$ cat src/rtl/core/tlvdc_pkg.sv
// Shared constants, codes and control types of the TLV duplicate id checker.
`default_nettype none
package tlvdc_pkg;

  // Table size and the widths that follow from it.
  localparam int TABLE_DEPTH = 32;
  localparam int CNT_W       = $clog2(TABLE_DEPTH + 1);
  localparam int IDX_W       = (TABLE_DEPTH > 1) ? $clog2(TABLE_DEPTH) : 1;
  localparam int ID_W        = 62;
  localparam int OUT_CNT_W   = 6;

  // Failure codes as reported in error_kind.
  typedef enum logic [1:0] {
    ERR_NONE  = 2'd0,
    ERR_TRUNC = 2'd1,
    ERR_FULL  = 2'd2,
    ERR_DUP   = 2'd3
  } err_t;

  // Parser phase within one record.
  typedef enum logic [1:0] {
    PH_ID    = 2'd0,
    PH_LEN   = 2'd1,
    PH_VALUE = 2'd2
  } phase_t;

  // Controller states.
  typedef enum logic [1:0] {
    ST_IDLE,
    ST_SCAN,
    ST_REPORT
  } state_t;

  // Commands from the controller to the datapath.
  typedef struct packed {
    logic accept;
    logic scan_start;
    logic scan_run;
    logic record_id;
    logic set_fail;
    err_t fail_code;
    logic load_out;
  } cmd_t;

  // Status from the datapath to the controller.
  typedef struct packed {
    logic rec_done;
    logic table_full;
    logic scan_hit;
    logic scan_end;
    logic out_busy;
  } status_t;

endpackage
`default_nettype wire

$ cat src/rtl/core/tlvdc_dpath.sv
// Datapath: varint parser, id table memory, table scan and result register.
`default_nettype none
module tlvdc_dpath (
  input  wire                   clk,
  input  wire                   rst_n,
  input  wire  [7:0]            in_data_byte,
  input  wire                   in_byte_present,
  input  wire                   out_ready,
  input  tlvdc_pkg::cmd_t       cmd,
  output tlvdc_pkg::status_t    status,
  output logic                  out_valid,
  output logic                  out_accepted,
  output logic [1:0]            out_error_kind,
  output logic [5:0]            out_param_count
);
  import tlvdc_pkg::*;

  // Parser and block state.
  phase_t             phase_r, phase_nxt;
  logic [2:0]         vleft_r, vleft_nxt;
  logic [ID_W-1:0]    accum_r, accum_nxt;
  logic [ID_W-1:0]    cur_id_r, cur_id_nxt;
  logic [ID_W-1:0]    vbytes_r, vbytes_nxt;
  err_t               fail_r;
  logic [CNT_W-1:0]   count_r;
  logic               rec_done_raw;
  logic               take;

  // Table memory and scan state.
  logic [ID_W-1:0]    id_mem [TABLE_DEPTH];
  logic [ID_W-1:0]    rd_data_r;
  logic               rd_vld_r;
  logic [CNT_W-1:0]   scan_idx_r;

  // Result register.
  logic               out_valid_r;
  logic               out_acc_r;
  err_t               out_err_r;
  logic [OUT_CNT_W-1:0] out_cnt_r;
  err_t               code;
  logic [CNT_W+OUT_CNT_W-1:0] cnt_ext;
  logic [OUT_CNT_W-1:0] cnt_sat;

  // A byte is parsed only while the block has not failed.
  assign take = cmd.accept && in_byte_present && (fail_r == ERR_NONE);

  // Next parser state for the incoming byte.
  always_comb begin
    phase_nxt    = phase_r;
    vleft_nxt    = vleft_r;
    accum_nxt    = accum_r;
    cur_id_nxt   = cur_id_r;
    vbytes_nxt   = vbytes_r;
    rec_done_raw = 1'b0;
    if (phase_r == PH_VALUE) begin
      vbytes_nxt = vbytes_r - ID_W'(1);
      if (vbytes_nxt == '0) begin
        rec_done_raw = 1'b1;
        phase_nxt    = PH_ID;
      end
    end else begin
      if (vleft_r == 3'd0) begin
        // First byte of a varint: the top two bits give its length.
        accum_nxt = {{(ID_W-6){1'b0}}, in_data_byte[5:0]};
        case (in_data_byte[7:6])
          2'd0:    vleft_nxt = 3'd0;
          2'd1:    vleft_nxt = 3'd1;
          2'd2:    vleft_nxt = 3'd3;
          default: vleft_nxt = 3'd7;
        endcase
      end else begin
        accum_nxt = {accum_r[ID_W-9:0], in_data_byte};
        vleft_nxt = vleft_r - 3'd1;
      end
      if (vleft_nxt == 3'd0) begin
        case (phase_r)
          PH_LEN: begin
            vbytes_nxt = accum_nxt;
            if (accum_nxt == '0) begin
              rec_done_raw = 1'b1;
              phase_nxt    = PH_ID;
            end else begin
              phase_nxt = PH_VALUE;
            end
          end
          default: begin
            cur_id_nxt = accum_nxt;
            phase_nxt  = PH_LEN;
          end
        endcase
      end
    end
  end

  // Parser, failure and count registers.
  always_ff @(posedge clk) begin
    if (!rst_n || cmd.load_out) begin
      phase_r  <= PH_ID;
      vleft_r  <= '0;
      accum_r  <= '0;
      cur_id_r <= '0;
      vbytes_r <= '0;
      fail_r   <= ERR_NONE;
      count_r  <= '0;
    end else begin
      if (take) begin
        phase_r  <= phase_nxt;
        vleft_r  <= vleft_nxt;
        accum_r  <= accum_nxt;
        cur_id_r <= cur_id_nxt;
        vbytes_r <= vbytes_nxt;
      end
      if (cmd.set_fail) begin
        fail_r <= cmd.fail_code;
      end
      if (cmd.record_id) begin
        count_r <= count_r + CNT_W'(1);
      end
    end
  end

  // Table write and registered read.
  always_ff @(posedge clk) begin
    if (cmd.record_id) begin
      id_mem[count_r[IDX_W-1:0]] <= cur_id_r;
    end
    rd_data_r <= id_mem[scan_idx_r[IDX_W-1:0]];
  end

  // Scan walks the recorded entries one per cycle.
  always_ff @(posedge clk) begin
    if (!rst_n || cmd.scan_start) begin
      scan_idx_r <= '0;
      rd_vld_r   <= 1'b0;
    end else if (cmd.scan_run) begin
      if (scan_idx_r < count_r) begin
        scan_idx_r <= scan_idx_r + CNT_W'(1);
        rd_vld_r   <= 1'b1;
      end else begin
        rd_vld_r <= 1'b0;
      end
    end
  end

  // Final code and saturated count for the result word.
  always_comb begin
    code = fail_r;
    if (fail_r == ERR_NONE && (phase_r != PH_ID || vleft_r != 3'd0)) begin
      code = ERR_TRUNC;
    end
    cnt_ext = {{OUT_CNT_W{1'b0}}, count_r};
    if (cnt_ext > (CNT_W+OUT_CNT_W)'((2 ** OUT_CNT_W) - 1)) begin
      cnt_sat = '1;
    end else begin
      cnt_sat = cnt_ext[OUT_CNT_W-1:0];
    end
  end

  // Output register holds the result until the receiver takes it.
  always_ff @(posedge clk) begin
    if (!rst_n) begin
      out_valid_r <= 1'b0;
    end else if (cmd.load_out) begin
      out_valid_r <= 1'b1;
    end else if (out_ready) begin
      out_valid_r <= 1'b0;
    end
  end

  always_ff @(posedge clk) begin
    if (cmd.load_out) begin
      out_acc_r <= (code == ERR_NONE);
      out_err_r <= code;
      out_cnt_r <= cnt_sat;
    end
  end

  // Status back to the controller.
  always_comb begin
    status.rec_done   = take && rec_done_raw;
    status.table_full = (count_r >= CNT_W'(TABLE_DEPTH));
    status.scan_hit   = rd_vld_r && (rd_data_r == cur_id_r);
    status.scan_end   = (scan_idx_r >= count_r) && !rd_vld_r;
    status.out_busy   = out_valid_r && !out_ready;
  end

  assign out_valid       = out_valid_r;
  assign out_accepted    = out_acc_r;
  assign out_error_kind  = out_err_r;
  assign out_param_count = out_cnt_r;

endmodule
`default_nettype wire

$ cat config.mk
export PLATFORM = sky130hd
export DESIGN_NAME = tlvdc_dpath
export DESIGN_NICKNAME = d
export VERILOG_FILES = /design/src/rtl/core/tlvdc_pkg.sv /design/src/rtl/core/tlvdc_dpath.sv
export SDC_FILE = /design/constraint.sdc
export NUM_CORES = 2
export LEC_CHECK = 0
export ABC_AREA = 1
export BUFFER_PORTS_ARGS = -buffer_cell sky130_fd_sc_hd__buf_4
export CAP_MARGIN = 20
export CORE_AREA = 3 3 391 393
export CTS_CLUSTER_SIZE = 8
export DETAILED_ROUTE_END_ITERATION = 6
export DIE_AREA = 0 0 394 396
export GPL_ROUTABILITY_DRIVEN = 0
export PLACE_DENSITY = 0.75
export SLEW_MARGIN = 15
export SYNTH_ARGS = -nofsm -noshare
export SYNTH_HDL_FRONTEND = slang
export SYNTH_SLANG_ARGS = --single-unit
$ cat constraint.sdc
create_clock -name clk -period 5.56 [get_ports clk]
set_clock_uncertainty 0.1 [all_clocks]
set_input_delay 1.112 -clock clk [delete_from_list [all_inputs] [get_ports clk]]
set_output_delay 1.112 -clock clk [all_outputs]
set_load 0.005 [all_outputs]
==> parameters.txt <==
Parameter                              Value

Logic synthesis
  Number of warnings printed during yosys synthesis ... 0
  Simple-gate share of the synthesized area ... 10.2%
  Combinational family with the most area after synthesis ... compound AO/OA/AOI/OAI gates
  Share of the yosys chip area belonging to registers ... 72.7%
  Synth cell types ... 45
  Mux contribution to synthesized area ... 0%
  Count of state elements after synthesis ... 2254
  Post-synth net total ... 7435
  Post-synthesis instance area ... 89500 um^2
  Adder-cell area share of the yosys netlist ... 0.252%
  Fraction of registers with async set or reset after synthesis ... 0%
  EDFF count, synth ... 1993
  Share of the synthesized netlist area taken by xor and xnor gates ... 0.333%
  Post-synthesis average cell area ... 12.1 um^2
  Fraction of the mapped netlist area in compound gates ... 13.1%
  Number of instances in the synthesized netlist ... 7397
  Post-synth top flop ... sky130_fd_sc_hd__edfxtp_1

GRT
  Maximum number of pins on one net before global-route repair ... 218
  Vias in the first global route ... 61600
  Global-route total usage across every layer ... 33.8%
  Wire length of the first global-routing pass ... 394 mm
  Remaining global-route overflow ... 0
  Number of antenna violations at the first check in global routing ... 6

Clock network
  CTS root buf ... sky130_fd_sc_hd__clkbuf_16
  Maximum root-to-sink buffer count ... 4
  CTS Buf Count ... 331
  Clock-pin slew of the registers on the worst-case setup and hold paths ... 60 ps
  Number of setup buffers added after CTS ... 0
  H-tree level count ... 5
  Clk_lat worst skew ... 920 ps
  PostCTS Resize Cnt ... 0
  Post-cts hold buffer count ... 0
  # clock sinks ... 2254
  CTS tree ... done

Detailed routing
  Met1 Routed Length ... 94.1 mm
  Average wire per cell in the routed design ... 27.8 um
  Routed wire length ... 269 mm
  Highest metal layer with signal wires ... met5
  Mean number of vias per cell ... 6.65
  First-pass DRT Iterations ... 7
  Number of design-rule violations left by the first detailed-router iteration ... 10800
  Via Count ... 64400
  Met2 wire length ... 119 mm
  Remaining antenna violation count after routing ... 0
  Met3 WL post-DR ... 39.1 mm
  Detailed-route DRC error count ... 6

Worst setup path
  Worst r2r path cells ... 11
  Worst setup path startpoint ... vleft_r[1]$_SDFFE_PP0P_
  Highest net fanout along the worst path ... 43
  Flop2flop setup slack ... 1740 ps
  Required time at the endpoint of the critical path ... 4350 ps
  Critical path arrival ... 3920 ps
  Last element of the critical path ... status[4]
  Setup crit end kind ... output port
  Reg2Reg Capture Point ... cur_id_r[4]$_SDFFE_PP0P_
  Type of element launching the critical path ... flip-flop
  Critical path class ... reg2out
  R2R Path Start ... vleft_r[1]$_SDFFE_PP0P_

Placement
  Port Buffers ... 34
  Final HPWL DP ... 139 mm
  Placed Cells incl. Taps ... 9138

Power and ir drop
  Worst-case vdd ir drop ... 296 uV
  Overall power after layout ... 37.3 mW
  Pwr/cell area ... 366 nW/um^2
  Pleak ... 36.1 nW

Die
  X dimension of the die ... 394 um
  Die area ... 156000 um^2
  Top-Level Pins ... 35
  Total number of placement rows ... 142
  Starting density of the core ... 59.7%
  Area of the core ... 150000 um^2
  Vertical die dimension ... 396 um

Timing
  Actual transition at the worst max-transition pin ... 1240 ps
  Slew headroom ... 17.1%
  Final setup violating endpoints ... 0
  Maximum clock frequency ... 0.195 GHz
  Final period util ... 92.4%
  Count of final max-slew check failures ... 0
  Final Critical Period ... 5140 ps
  Total negative slack ... 0 ps
  Setup repair after global routing missed its margin ... false
  Final count of hold timing violations ... 0

Final layout
  Commonest non-fill, non-tap cell in the layout ... sky130_fd_sc_hd__edfxtp_1
  Most used cells in the layout excluding fill and tap cells ... sky130_fd_sc_hd__edfxtp_1 (1993), sky130_fd_sc_hd__nor2_1 (1233), sky130_fd_sc_hd__o21ai_0 (1208)
  Total Nets Final ... 7497
  Fillcell total ... 9934
  Layout cell share with drive strength beyond 1 ... 8.53%
  Number of cells in the finished layout apart from fillers ... 9686
  Layout area overhead ... 14.0%

Min path
  Hold WC Path Type ... reg2reg
  Worst hold stages ... 2

Run
  Max_cap viols ... 0

Run status
  Violations in the final reports ... DRC
  Status ... finished, violations left
-- worst max-delay path: stages, from the launching register on --
cell and delay [ps]:
sky130_fd_sc_hd__dfxtp_1 300, sky130_fd_sc_hd__inv_1 100, sky130_fd_sc_hd__ha_1 210, sky130_fd_sc_hd__nand2_4 200
sky130_fd_sc_hd__inv_2 610, sky130_fd_sc_hd__nor2_1 200, sky130_fd_sc_hd__nor2_1 140, sky130_fd_sc_hd__nand3_1 80
sky130_fd_sc_hd__nor4_1 340, sky130_fd_sc_hd__nand4_1 240, sky130_fd_sc_hd__o21ai_0 200, sky130_fd_sc_hd__and3b_1 270
sky130_fd_sc_hd__buf_4 140
-- flip-flops by register name, indices dropped and copies added (netlist names) --
register / cells
out_error_kind: 2
id_mem: 1984
scan_idx_r: 6
cnt_sat: 6
cur_id_r: 62
accum_r: 54
fail_r: 2
vleft_r: 3
rd_data_r: 62
out_accepted: 1
out_valid: 1
vbytes_r: 62
out_param_count: 6
phase_r: 2
rd_vld_r: 1
-- through the flow --
stage,area [um^2],hold WS (ps),setup WS [ps],util (%)
floorplan,89500,306,635,-
global placement,92700,339,1470,61.9
detailed placement,92700,344,1440,61.9
CTS,102000,336,488,68.1
global route,102000,373,154,68.1
finish,102000,356,424,68.1
-- worst min-delay path by stage --
| stage | from | to | slack (ps) |
|---|---|---|---|
| after global routing | accum_r[3]$_SDFFE_PP0P_ | accum_r[3]$_SDFFE_PP0P_ | 370 |
| after CTS | cmd[2] | fail_r[1]$_SDFFE_PP0P_ | 340 |
| after global placement | accum_r[15]$_SDFFE_PP0P_ | accum_r[15]$_SDFFE_PP0P_ | 340 |
| after floorplan | cnt_sat[3]$_SDFFE_PP0P_ | out_param_count[3]$_DFFE_PP_ | 310 |
| final | accum_r[0]$_SDFFE_PP0P_ | accum_r[0]$_SDFFE_PP0P_ | 360 |
| after detailed placement | accum_r[0]$_SDFFE_PP0P_ | accum_r[0]$_SDFFE_PP0P_ | 340 |
-- Yosys cell counts, types with 2 or more instances --
library cell | instances | area share [%]
sky130_fd_sc_hd__a21oi_1 | 192 | 1.1
sky130_fd_sc_hd__edfxtp_1 | 1993 | 67
sky130_fd_sc_hd__and2_1 | 2 | 0.014
sky130_fd_sc_hd__dfxtp_1 | 261 | 5.8
sky130_fd_sc_hd__clkbuf_1 | 423 | 1.8
sky130_fd_sc_hd__nor3_1 | 9 | 0.050
sky130_fd_sc_hd__ha_1 | 18 | 0.25
sky130_fd_sc_hd__o211ai_1 | 70 | 0.59
sky130_fd_sc_hd__a41oi_1 | 2 | 0.020
sky130_fd_sc_hd__nor2_8 | 2 | 0.045
sky130_fd_sc_hd__nor2_4 | 7 | 0.088
sky130_fd_sc_hd__nor2_1 | 1268 | 5.3
sky130_fd_sc_hd__nand3_1 | 179 | 1.0
sky130_fd_sc_hd__o21ai_0 | 1208 | 6.8
sky130_fd_sc_hd__o221ai_1 | 188 | 1.8
sky130_fd_sc_hd__nand2_1 | 656 | 2.8
sky130_fd_sc_hd__nor2_2 | 9 | 0.063
sky130_fd_sc_hd__a22o_1 | 7 | 0.069
sky130_fd_sc_hd__xor2_1 | 26 | 0.25
sky130_fd_sc_hd__a31oi_1 | 10 | 0.070
sky130_fd_sc_hd__a211oi_1 | 12 | 0.10
sky130_fd_sc_hd__inv_1 | 276 | 1.2
sky130_fd_sc_hd__o21bai_1 | 4 | 0.034
sky130_fd_sc_hd__o22ai_1 | 318 | 2.2
sky130_fd_sc_hd__nand2_4 | 5 | 0.063
sky130_fd_sc_hd__buf_1 | 37 | 0.16
sky130_fd_sc_hd__inv_2 | 11 | 0.046
sky130_fd_sc_hd__nand2_2 | 5 | 0.035
sky130_fd_sc_hd__nand4_1 | 84 | 0.59
sky130_fd_sc_hd__a221oi_1 | 19 | 0.19
sky130_fd_sc_hd__nor4_1 | 15 | 0.10
sky130_fd_sc_hd__nand3b_1 | 8 | 0.067
sky130_fd_sc_hd__o21ai_1 | 24 | 0.13
sky130_fd_sc_hd__buf_2 | 30 | 0.17
sky130_fd_sc_hd__xnor2_1 | 8 | 0.078
sky130_fd_sc_hd__o21a_1 | 2 | 0.017
-- layer usage --
layer  track usage [%]  up-vias
met4              18.7        4
met2              50.5     5212
met3              8.83     1097
met5                 0        -
li1                  -    27200
met1              45.6    30900
-- final cells by class --
class	instances	area (um^2)	share of cell area [%]
Multi-Input combinational cell	4365	21700	21.3
Clock inverter	4	53.8	0.0527
Sequential cell	2254	65100	63.8
Clock buffer	539	9210	9.03
Inverter	287	1110	1.09
Tap cell	2016	2520	2.47
Timing Repair Buffer	220	2310	2.26
Antenna cell	1	2.50	0.00245
-- report_power, final --
group          switching [mW]  total [mW]  internal, mW
clock network            6.89        18.0          11.1
registers              0.0861        18.4          18.3
logic                   0.620       0.862         0.242
-- cell families after synthesis --
family	after synthesis
compound gates	2059
fa+ha+maj	18
xor+xnor	34
buf+inv	778
simple gates	2254
flops	2254
Power figures use the tool's default switching activity.
