==> config.mk <==
export PLATFORM = sky130hd
export DESIGN_NAME = tlvdc_ctrl
export DESIGN_NICKNAME = d
export VERILOG_FILES = /design/src/rtl/core/tlvdc_pkg.sv /design/src/rtl/core/tlvdc_ctrl.sv
export SDC_FILE = /design/constraint.sdc
export NUM_CORES = 1
export LEC_CHECK = 0
export BUFFER_PORTS_ARGS = -buffer_cell sky130_fd_sc_hd__buf_2
export CORE_AREA = 2 2 39 41
export CTS_BUF_LIST = sky130_fd_sc_hd__clkbuf_4 sky130_fd_sc_hd__clkbuf_8
export DETAILED_ROUTE_END_ITERATION = 8
export DIE_AREA = 0 0 41 43
export SLEW_MARGIN = 30
export SYNTH_ARGS = -nofsm -noshare
export SYNTH_HDL_FRONTEND = slang
export SYNTH_SLANG_ARGS = --single-unit
==> constraint.sdc <==
create_clock -name clk -period 1.5 [get_ports clk]
set_input_delay 0 -clock clk [delete_from_list [all_inputs] [get_ports clk]]
set_output_delay 0 -clock clk [all_outputs]
set_load 0.05 [all_outputs]
==> src/rtl/core/tlvdc_pkg.sv <==
// Shared constants, codes and control types of the TLV duplicate id checker.
`default_nettype none
package tlvdc_pkg;

  // Table size and the widths that follow from it.
  localparam int TABLE_DEPTH = 32;
  localparam int CNT_W       = $clog2(TABLE_DEPTH + 1);
  localparam int IDX_W       = (TABLE_DEPTH > 1) ? $clog2(TABLE_DEPTH) : 1;
  localparam int ID_W        = 62;
  localparam int OUT_CNT_W   = 6;

  // Failure codes as reported in error_kind.
  typedef enum logic [1:0] {
    ERR_NONE  = 2'd0,
    ERR_TRUNC = 2'd1,
    ERR_FULL  = 2'd2,
    ERR_DUP   = 2'd3
  } err_t;

  // Parser phase within one record.
  typedef enum logic [1:0] {
    PH_ID    = 2'd0,
    PH_LEN   = 2'd1,
    PH_VALUE = 2'd2
  } phase_t;

  // Controller states.
  typedef enum logic [1:0] {
    ST_IDLE,
    ST_SCAN,
    ST_REPORT
  } state_t;

  // Commands from the controller to the datapath.
  typedef struct packed {
    logic accept;
    logic scan_start;
    logic scan_run;
    logic record_id;
    logic set_fail;
    err_t fail_code;
    logic load_out;
  } cmd_t;

  // Status from the datapath to the controller.
  typedef struct packed {
    logic rec_done;
    logic table_full;
    logic scan_hit;
    logic scan_end;
    logic out_busy;
  } status_t;

endpackage
`default_nettype wire

==> src/rtl/core/tlvdc_ctrl.sv <==
// Controller: sequences byte intake, table scan and result delivery.
`default_nettype none
module tlvdc_ctrl (
  input  wire                 clk,
  input  wire                 rst_n,
  input  wire                 in_valid,
  input  wire                 in_last_byte,
  input  tlvdc_pkg::status_t  status,
  output logic                in_ready,
  output tlvdc_pkg::cmd_t     cmd
);
  import tlvdc_pkg::*;

  state_t state_r, state_nxt;
  logic   last_pend_r;

  // State register and the pending end-of-block flag.
  always_ff @(posedge clk) begin
    if (!rst_n) begin
      state_r     <= ST_IDLE;
      last_pend_r <= 1'b0;
    end else begin
      state_r <= state_nxt;
      if (state_r == ST_IDLE && in_valid) begin
        last_pend_r <= in_last_byte;
      end
    end
  end

  // Next state.
  always_comb begin
    state_nxt = state_r;
    case (state_r)
      ST_IDLE: begin
        if (in_valid && status.rec_done && !status.table_full) begin
          state_nxt = ST_SCAN;
        end else if (in_valid && in_last_byte) begin
          state_nxt = ST_REPORT;
        end
      end
      ST_SCAN: begin
        if (status.scan_hit || status.scan_end) begin
          state_nxt = last_pend_r ? ST_REPORT : ST_IDLE;
        end
      end
      ST_REPORT: begin
        if (!status.out_busy) begin
          state_nxt = ST_IDLE;
        end
      end
      default: state_nxt = ST_IDLE;
    endcase
  end

  // Commands for the datapath.
  always_comb begin
    in_ready       = 1'b0;
    cmd            = '0;
    cmd.fail_code  = ERR_NONE;
    case (state_r)
      ST_IDLE: begin
        in_ready   = 1'b1;
        cmd.accept = in_valid;
        if (in_valid && status.rec_done) begin
          if (status.table_full) begin
            cmd.set_fail  = 1'b1;
            cmd.fail_code = ERR_FULL;
          end else begin
            cmd.scan_start = 1'b1;
          end
        end
      end
      ST_SCAN: begin
        cmd.scan_run = 1'b1;
        if (status.scan_hit) begin
          cmd.set_fail  = 1'b1;
          cmd.fail_code = ERR_DUP;
        end else if (status.scan_end) begin
          cmd.record_id = 1'b1;
        end
      end
      ST_REPORT: begin
        cmd.load_out = !status.out_busy;
      end
      default: begin
        in_ready = 1'b0;
      end
    endcase
  end

endmodule
`default_nettype wire

==> results of run 1 <==
## through the flow
stage / worst slack [ns] / power (mW) / area (um^2) / util, %
after floorplan: 0.104 / 0.168 / 264 / -
after global placement: 0.341 / 0.194 / 347 / 25.0
after detailed placement: 0.309 / 0.194 / 347 / 25.0
after CTS: 0.0477 / 0.371 / 387 / 27.9
after global routing: 0.101 / 0.384 / 388 / 28.0
final: 0.155 / 0.365 / 388 / 28.0
## logic make-up after synthesis
kind of cell / synth area share, %
buffers and inverters: 13.6
multiplexers: 4.02
flip-flops: 24.1
AND/OR/NAND/NOR: 43.2
AO/OA/AOI/OAI: 15.1
## final timing paths
path,from,end,slack (ns),depth (start not counted)
max,state_r[1],cmd[6],0.16,3
min,in_last_byte,last_pend_r,0.05,3
max reg2reg,state_r[1],last_pend_r,0.34,4
min reg2reg,last_pend_r,state_r[1],0.47,2
## flip-flops by register name, summed over array words and instances (netlist names)
signal / count
last_pend_r: 1
state_r: 2
## area by class of cell
type                       instances  area (um^2)
clock buffer                       4         30.0
fill                             155          996
inverter                           1         3.75
multi-input combinational         21          170
sequential                         3         61.3
tap                               16         20.0
timing repair buffer              19          103
## report_power, final
group	total, mW	switching [mW]	internal (mW)	leakage (nW)
Clock	0.170	0.0519	0.118	0.0184
Sequential	0.0912	0.00650	0.0847	0.0250
Combinational	0.103	0.0679	0.0356	0.137
## critical path, cell delays in order, from the launching register on
cell	delay, ns
dfxtp_1	0.36
buf_4	0.18
nor4_2	0.26
buf_2	0.30
## cells in the final DEF, fill, tap and decap left out, types with 2 or more instances in the layout
cell type | netlist | final
buf_2 | 0 | 17
dfxtp_1 | 3 | 2
clkbuf_4 | 0 | 4
nand2_1 | 3 | 3
nor3b_2 | 1 | 2
## routing by layer
metal  global-route usage (%)  part of all wire, %
met5                        0                    0
met4                     10.0                  2.1
met3                     1.57                  7.6
met2                     11.9                   45
met1                     13.1                   45
## timing repair
action | 4_1_cts | 5_1_grt
setup endpoints to repair | 0 | 1
buffers inserted | 0 | 0
gates resized for setup | 0 | 1
hold endpoints to repair | 1 | 0
hold buffers | 1 | 0
==> summary.md, run 1 <==
| Metric | Value |
|---|---|
| Status | finished, final reports clean |
| CTS Root Cell | clkbuf_4 |
| Cts bufs inserted | 3 |
| # IOs | 18 |
| Largest net degree at the start of global routing | 10 |
| CTS max path bufs | 2 |
| Crit end category | output port |
| GRT Overall Usage | 9.73% |
| WP data arrival | 1.34 ns |
| Finished Layout Cells | between 60 and 70 |
| Post-synth top area share | approximately 24% |
| Initial detailed-routing violation count | 9 |
| DR vias/cell | 4.55 |
| Syn_nets | 37 |
| Antenna-violating nets left | 0 |
| Initial antenna violation count | 0 |
| Layout cells sized above 1 | a little over three fifths |
| Die ar. | approximately 1800 um^2 |
| Yosys reg bits | 3 |
| Starting density of the core | between 10% and 20% |
| Routability cong. | a little under 0.8 |
| Dpl hpwl | just over 500 um |
| Startpoint types | flop |
| Vias post-DR | about 290 |
| Die H | between 40 and 50 um |
| Fin. max-slew vios | 0 |
| Yosys top cell by area | dfxtp_1 |
| Mapped cell area | 249 um^2 |
| First-pass GRT wire length | 1130 um |
| TritonCTS Sinks | 3 |
| Final period util | 89.6% |
| Total Wirelength | a little under 700 um |
| F_max | 744 MHz |
| Ant. Diodes | 0 |
| Core Region | 1380 um^2 |
| Drt first pass iters | 3 |
| Synth top area cells | dfxtp_1 24%, buf_6 9.0%, nor3b_4 7.5% |
| Final setup fails | 0 |
| Synthesis-to-finish area growth | 55.8% |
| Mean Syn Cell Area | 8.89 um^2 |
| CTS clk-pin slew, worst paths | ~0.040 ns |
| Worst rel slew slack | between 70% and 80% |
| EDFF count, synth | 0 |
| CTS tree | yes |
| Hold WS | approximately 0.046 ns |
| PortBufs | 17 |
| Die X | roughly 40 um |
| Worst setup path category | flop to output port |
| DRC viols | 0 |
| Clock Skew | ~0.0076 ns |
| RSZ-0062 raised after global routing | no |
| Worst Tran Pin Value | a little over 0.3 ns |
| Worst Path Required | 1.50 ns |
| Cell count after synthesis | 28 |
| Netlist cell types | 23 |
| Clock Latency Late Sink | about 0.24 ns |
| PD cells | 941 nW/um^2 |
| Vias in the first global route | between 200 and 300 |
| Final nets | 58 |
| Setup_tns | 0 ns |
| Asr flop ratio synth | 0% |
| VDD IR max | approximately 0.21 mV |
| Seq/Total Area, Yosys | between 20% and 30% |
| Yosys warns | 0 |
| Synth cell count leaders | 3 x dfxtp_1, 3 x nand2_1, 2 x buf_6 |
| Global route overflow | 0 |
| WL per Instance | ~11 um |
| Placed cells | 59 |
| # H-tree levels | 1 |
| Max_cap viols | 0 |
| Leakage power | ~0.18 nW |
| CP max FO | 6 |
| Hold Vio Cnt, Final | 0 |
| Main synth FF type | dfxtp_1 |
| Crit path time final | between 1 and 1.5 ns |
| Row count | 14 |
| Min-delay worst type | primary input to flop |
Power figures use the tool's default switching activity.
==> run 2: changes to the inputs <==
--- a/config.mk
+++ b/config.mk
@@ -8,6 +8,7 @@
 export BUFFER_PORTS_ARGS = -buffer_cell sky130_fd_sc_hd__buf_2
 export CORE_AREA = 2 2 39 41
 export CTS_BUF_LIST = sky130_fd_sc_hd__clkbuf_4 sky130_fd_sc_hd__clkbuf_8
+export CTS_CLUSTER_SIZE = 24
 export DETAILED_ROUTE_END_ITERATION = 8
 export DIE_AREA = 0 0 41 43
 export SLEW_MARGIN = 30
==> constraint.sdc (replaced) <==
create_clock -name clk -period 1.4 [get_ports clk]
set_input_delay 0 -clock clk [delete_from_list [all_inputs] [get_ports clk]]
set_output_delay 0 -clock clk [all_outputs]
set_load 0.05 [all_outputs]
==> summary.md, run 2 (synthesis results as in run 1) <==
| Metric | Value |
|---|---|
| Status | finished, final reports clean |
| Comb power frac | 27.8% (-0.6 points) |
| Antenna-violating nets left | 0 (unchanged) |
| CTS max path bufs | 2 (unchanged) |
| Layout cells sized above 1 | 66.0% (+3.5 points) |
| Core Region | 1380 um^2 (unchanged) |
| # IOs | 18 (unchanged) |
| Min-delay worst type | primary input to flop |
| Max reg flops | 2 (unchanged) |
| Row count | 14 (unchanged) |
| Biggest regs | state_r x2, last_pend_r x1 |
| VDD IR max | 0.240 mV (+16%) |
| Final period util | 93.6% |
| Total Wirelength | 660 um (-2.9%) |
| Largest register by flop count | state_r |
| DR vias/cell | 4.41 (-3.0%) |
| Ant. Diodes | 0 (unchanged) |
| Cts bufs inserted | 3 (unchanged) |
| CP max FO | 9 (+3) |
| Initial antenna violation count | 0 (unchanged) |
| PD cells | 1010 nW/um^2 (+7.9%) |
| # Post-CTS Setup Buffers | 0 (unchanged) |
| Worst setup path category | flop to output port |
| CTS clk-pin slew, worst paths | 0.04 ns (about the same) |
| Hold Vio Cnt, Final | 0 (unchanged) |
| Worst Tran Pin Value | 0.300 ns (-0.00396 ns) |
| TritonCTS Sinks | 3 (unchanged) |
| Vias in the first global route | 254 (-6.6%) |
| Drt first pass iters | 2 (-1) |
| Commonest non-fill, non-tap cell in the layout | buf_2 |
| RSZ-0062 raised after global routing | no |
| Routability cong. | 0.821 (+4.1%) |
| # H-tree levels | 1 (unchanged) |
| Commonest non-fill, non-tap cells in the layout | 17 x buf_2, 4 x clkbuf_4, 3 x nand2_1 |
| Fill cell count | 158 (+1.9%) |
| Sequential Area | 62.6 um^2 (+2.0%) |
| CTS tree | yes |
| CTS Root Cell | clkbuf_4 |
| R2R Setup Slk | 0.33 ns (about the same) |
| Setup_tns | 0 ns (unchanged) |
| Worst Path Required | 1.40 ns (-0.10 ns) |
| WP data arrival | 1.31 ns (-0.03 ns) |
| Largest net degree at the start of global routing | 10 (unchanged) |
| P_int | 0.254 mW (+6.5%) |
| Placed Instance Area | 347 um^2 (unchanged) |
| Global route overflow | 0 (unchanged) |
| Sequential power share | 26.0% (+1.0 points) |
| Startpoint types | flop |
| First-pass GRT wire length | 993 um (-12%) |
| Sw Ratio | 34.0% (-0.65 points) |
| DRC viols | 0 (unchanged) |
| Crit end category | output port |
| Met1 Usage GRT | 10.9% (-2.2 points) |
| WL per Instance | 10.5 um (-1.4%) |
| Crit path time final | ~1.3 ns |
| Switching pwr | 0.131 mW (+3.4%) |
| Synthesis-to-finish area growth | 52.3% |
| Die X | 41 um (unchanged) |
| Final instance area | 379 um^2 (-2.3%) |
| Clock Skew | 0.00173 ns (-0.00583 ns) |
| Worst rel slew slack | 79.8% (+0.27 points) |
| F_max | 763 MHz |
| Die H | 43 um (unchanged) |
| Grt met2 use | 10.3% (-1.6 points) |
| Routing usage on met3 | 3.14% (+1.6 points) |
| Initial detailed-routing violation count | 3 (-6) |
| Final setup fails | 0 (unchanged) |
| Starting density of the core | 18.0% (unchanged) |
| Post_cts resized | 2 (+2) |
| Vias post-DR | 278 (-4.5%) |
| Busiest layer in global routing | met1 |
| Final nets | 57 (-1.7%) |
| Max_cap viols | 0 (unchanged) |
| Area of the multi-input gates | 170 um^2 (unchanged) |
| Clock Latency Late Sink | 0.24 ns (about the same) |
| Die ar. | 1760 um^2 (unchanged) |
| GRT Overall Usage | 8.53% (-1.2 points) |
| Leakage power | 0.177 nW (-2.1%) |
| PortBufs | 17 (unchanged) |
| Dpl hpwl | 501 um (-0.93%) |
| Fin. max-slew vios | 0 (unchanged) |
| Clock power frac | 46.2% (-0.5 points) |
| Hold Buf Count CTS | 0 (-1) |
==> run 2: metal layers <==
layer / up-vias / share of wire, %
li1: 140 / -
met1: 125 / 47
met2: 11 / 44
met3: 2 / 7.6
met4: 0 / 1.7
met5: - / 0
==> run 2: final timing paths <==
check | startpoint | endpoint | depth (start not counted)
worst max register to register | state_r[0] | state_r[1] | 3
worst max-delay path | state_r[0] | cmd[4] | 3
worst min-delay path | rst_n | last_pend_r | 2
worst min register to register | last_pend_r | state_r[1] | 2
==> run 2: power groups by stage <==
stage / Combinational (mW) / Clock, mW / Sequential, mW
6_report: 0.107 / 0.178 / 0.0999
2_1_floorplan: 0.0869 / 0 / 0.0937
3_5_place_dp: 0.107 / 0 / 0.100
3_3_place_gp: 0.108 / 0 / 0.101
5_1_grt: 0.114 / 0.189 / 0.101
4_1_cts: 0.108 / 0.185 / 0.0995
==> run 2: final cells by class <==
cell class | instances | area share [%]
Sequential cell | 3 | 16.5
Inverter | 1 | 0.990
Tap cell | 16 | 5.28
Timing Repair Buffer | 18 | 24.4
Clock buffer | 4 | 7.92
Multi-Input combinational cell | 21 | 44.9
==> run 2: through the flow <==
step                      total power, mW  setup WS, ns  util, %  hold slack (ns)  cells
after floorplan                     0.181       0.00397        -            0.101     28
after global placement              0.208         0.228     25.0            0.252     59
after detailed placement            0.208         0.199     25.0            0.258     59
after CTS                           0.392        0.0818     27.4          0.00377     63
after global routing                0.404        0.0321     27.4           0.0292     63
final                               0.385        0.0900     27.4           0.0108     63
==> run 2: critical path: stages, from the launching register on <==
cell	delay, ns
dfxtp_2	0.44
and2b_2	0.21
and3b_1	0.16
buf_2	0.26
==> run 3: changes to the inputs <==
--- a/config.mk
+++ b/config.mk
@@ -5,12 +5,12 @@
 export SDC_FILE = /design/constraint.sdc
 export NUM_CORES = 1
 export LEC_CHECK = 0
-export BUFFER_PORTS_ARGS = -buffer_cell sky130_fd_sc_hd__buf_2
 export CORE_AREA = 2 2 39 41
 export CTS_BUF_LIST = sky130_fd_sc_hd__clkbuf_4 sky130_fd_sc_hd__clkbuf_8
 export CTS_CLUSTER_SIZE = 24
 export DETAILED_ROUTE_END_ITERATION = 8
 export DIE_AREA = 0 0 41 43
+export DONT_BUFFER_PORTS = 1
 export SLEW_MARGIN = 30
 export SYNTH_ARGS = -nofsm -noshare
 export SYNTH_HDL_FRONTEND = slang
==> summary.md, run 3 (synthesis results as in run 1) <==
| Metric | Value |
|---|---|
| Status | finished, final reports clean |
| Starting density of the core | 18.0% (unchanged) |
| Row count | 14 (unchanged) |
| DRC viols | 0 (unchanged) |
| VDD IR max | 0.429 mV (+79%) |
| Layout cells sized above 1 | 50.0% (-16 points) |
| Crit path time final | 1.26 ns (-0.0523 ns) |
| RSZ-0062 raised after global routing | no |
| Worst setup path category | flop to output port |
| Placed Instance Area | 359 um^2 (+3.6%) |
| Core Region | 1380 um^2 (unchanged) |
| Max reg flops | 2 (unchanged) |
| Die ar. | 1760 um^2 (unchanged) |
| Hold Vio Cnt, Final | 0 (unchanged) |
| Worst rel slew slack | 80.6% (+0.80 points) |
| Cts bufs inserted | 3 (unchanged) |
| CTS Root Cell | clkbuf_4 |
| Total Wirelength | 651 um (-1.4%) |
| Largest register by flop count | state_r |
| PortBufs | 0 (-17) |
| Overall power | 0.390 mW (+1.4%) |
| Biggest regs | state_r x2, last_pend_r x1 |
| Crit path max-delay family | simple AND/OR/NAND/NOR gates |
| # H-tree levels | 1 (unchanged) |
| Routability cong. | 0.824 (+0.34%) |
| CTS tree | yes |
| Fin. max-slew vios | 0 (unchanged) |
| Vias post-DR | 258 (-7.2%) |
| CP max FO | 5 (-4) |
| Max incr delay on CP | 0.40 ns (-0.04 ns) |
| Leakage power | 0.176 nW (-0.45%) |
| WP data arrival | 1.26 ns (-0.05 ns) |
| Final nets | 54 (-5.3%) |
| Synthesis-to-finish area growth | 81.4% |
| WL per Instance | 10.9 um (+3.6%) |
| Commonest non-fill, non-tap cells in the layout | 6 x dlygate4sd3_1, 6 x buf_4, 4 x clkbuf_4 |
| Hold WS | 0.0754 ns (+0.0646 ns) |
| Largest net degree at the start of global routing | 10 (unchanged) |
| CTS clk-pin slew, worst paths | 0.04 ns (about the same) |
| CP bufs+invs | 1 (unchanged) |
| Crit end category | output port |
| Vias in the first global route | 274 (+7.9%) |
| PD cells | 864 nW/um^2 (-15%) |
| Dpl hpwl | 513 um (+2.3%) |
| CTS max path bufs | 2 (unchanged) |
| Clock Latency Late Sink | 0.23 ns (about the same) |
| Critical-path cell list | and2b_2 -> and3b_1 -> buf_12 |
| Die X | 41 um (unchanged) |
| Final instance area | 452 um^2 (+19%) |
| Ant. Diodes | 0 (unchanged) |
| Placed cells | 50 (-15%) |
| GRT Overall Usage | 9.42% (+0.89 points) |
| Initial antenna violation count | 0 (unchanged) |
| Critical path's slowest cell | dfxtp_2 |
| Final period util | 89.8% (-3.7 points) |
| Clock Skew | 0.000105 ns (-0.00163 ns) |
| DR vias/cell | 4.30 (-2.6%) |
| Fill cell count | 148 (-6.3%) |
| Antenna-violating nets left | 0 (unchanged) |
| F_max | 795 MHz (+4.2%) |
| Area of the multi-input gates | 170 um^2 (unchanged) |
| Global route overflow | 0 (unchanged) |
| Sequential Area | 62.6 um^2 (unchanged) |
| Die H | 43 um (unchanged) |
| TritonCTS Sinks | 3 (unchanged) |
| First-pass GRT wire length | 1090 um (+9.8%) |
| Drt first pass iters | 2 (unchanged) |
| Min-delay worst type | primary input to flop |
| # IOs | 18 (unchanged) |
| Startpoint types | flop |
| Max_cap viols | 0 (unchanged) |
| Final setup fails | 0 (unchanged) |
| Worst Path Required | 1.40 ns (about the same) |
| Initial detailed-routing violation count | 2 (-1) |
| Finished Layout Cells | 60 (-4.8%) |
| Setup_tns | 0 ns (unchanged) |
| # Post-CTS Setup Buffers | 0 (unchanged) |
| Worst Tran Pin Value | 0.288 ns (-0.0118 ns) |
==> run 3: area by class of cell <==
type / count / share of cell area (%)
inverters: 1 / 0.831
repair buffers: 15 / 36.6
well taps: 16 / 4.43
flip-flops and latches: 3 / 13.9
clock buffers: 4 / 6.65
multi-input cells: 21 / 37.7
==> run 3: per-layer routing <==
metal	vias up	global-route usage, %	share of wire, %
li1	134	-	-
met1	111	10.9	43
met2	13	12.8	45
met3	0	6.81	12
met4	0	4.00	0
met5	-	0	0
==> run 3: worst register-to-register path, cell delays in order, from the launching register on <==
cell and delay (ns):
dfxtp_2 0.35, buf_4 0.16, o41ai_1 0.36, a31oi_1 0.07
==> run 3: path summary, 6_finish.rpt <==
check	cells past startpoint	to	slack, ns	from
setup / recovery	3	cmd[4]	0.14	state_r[1]
hold / removal	3	state_r[0]	0.08	status[2]
setup reg to reg	3	state_r[1]	0.33	state_r[1]
hold reg to reg	2	state_r[1]	0.46	last_pend_r
==> run 3: metrics by stage <==
step           util (%)  setup WS, ns
6_report           32.6         0.142
5_1_grt            32.6         0.101
4_1_cts            32.5      0.000430
3_5_place_dp       25.9         0.219
3_3_place_gp       25.9         0.243
2_1_floorplan         -       0.00397
==> run 3: power breakdown <==
part,internal [mW],switching (mW)
Sequential,0.0913,0.00771
Combinational,0.0510,0.0674
Clock,0.126,0.0465
==> run 3: timing repair <==
action                                 4_1_cts  5_1_grt
endpoints found under the hold margin        3        0
setup endpoints to repair                    0        2
hold buffers                                 6        0
resized for setup                            0        2
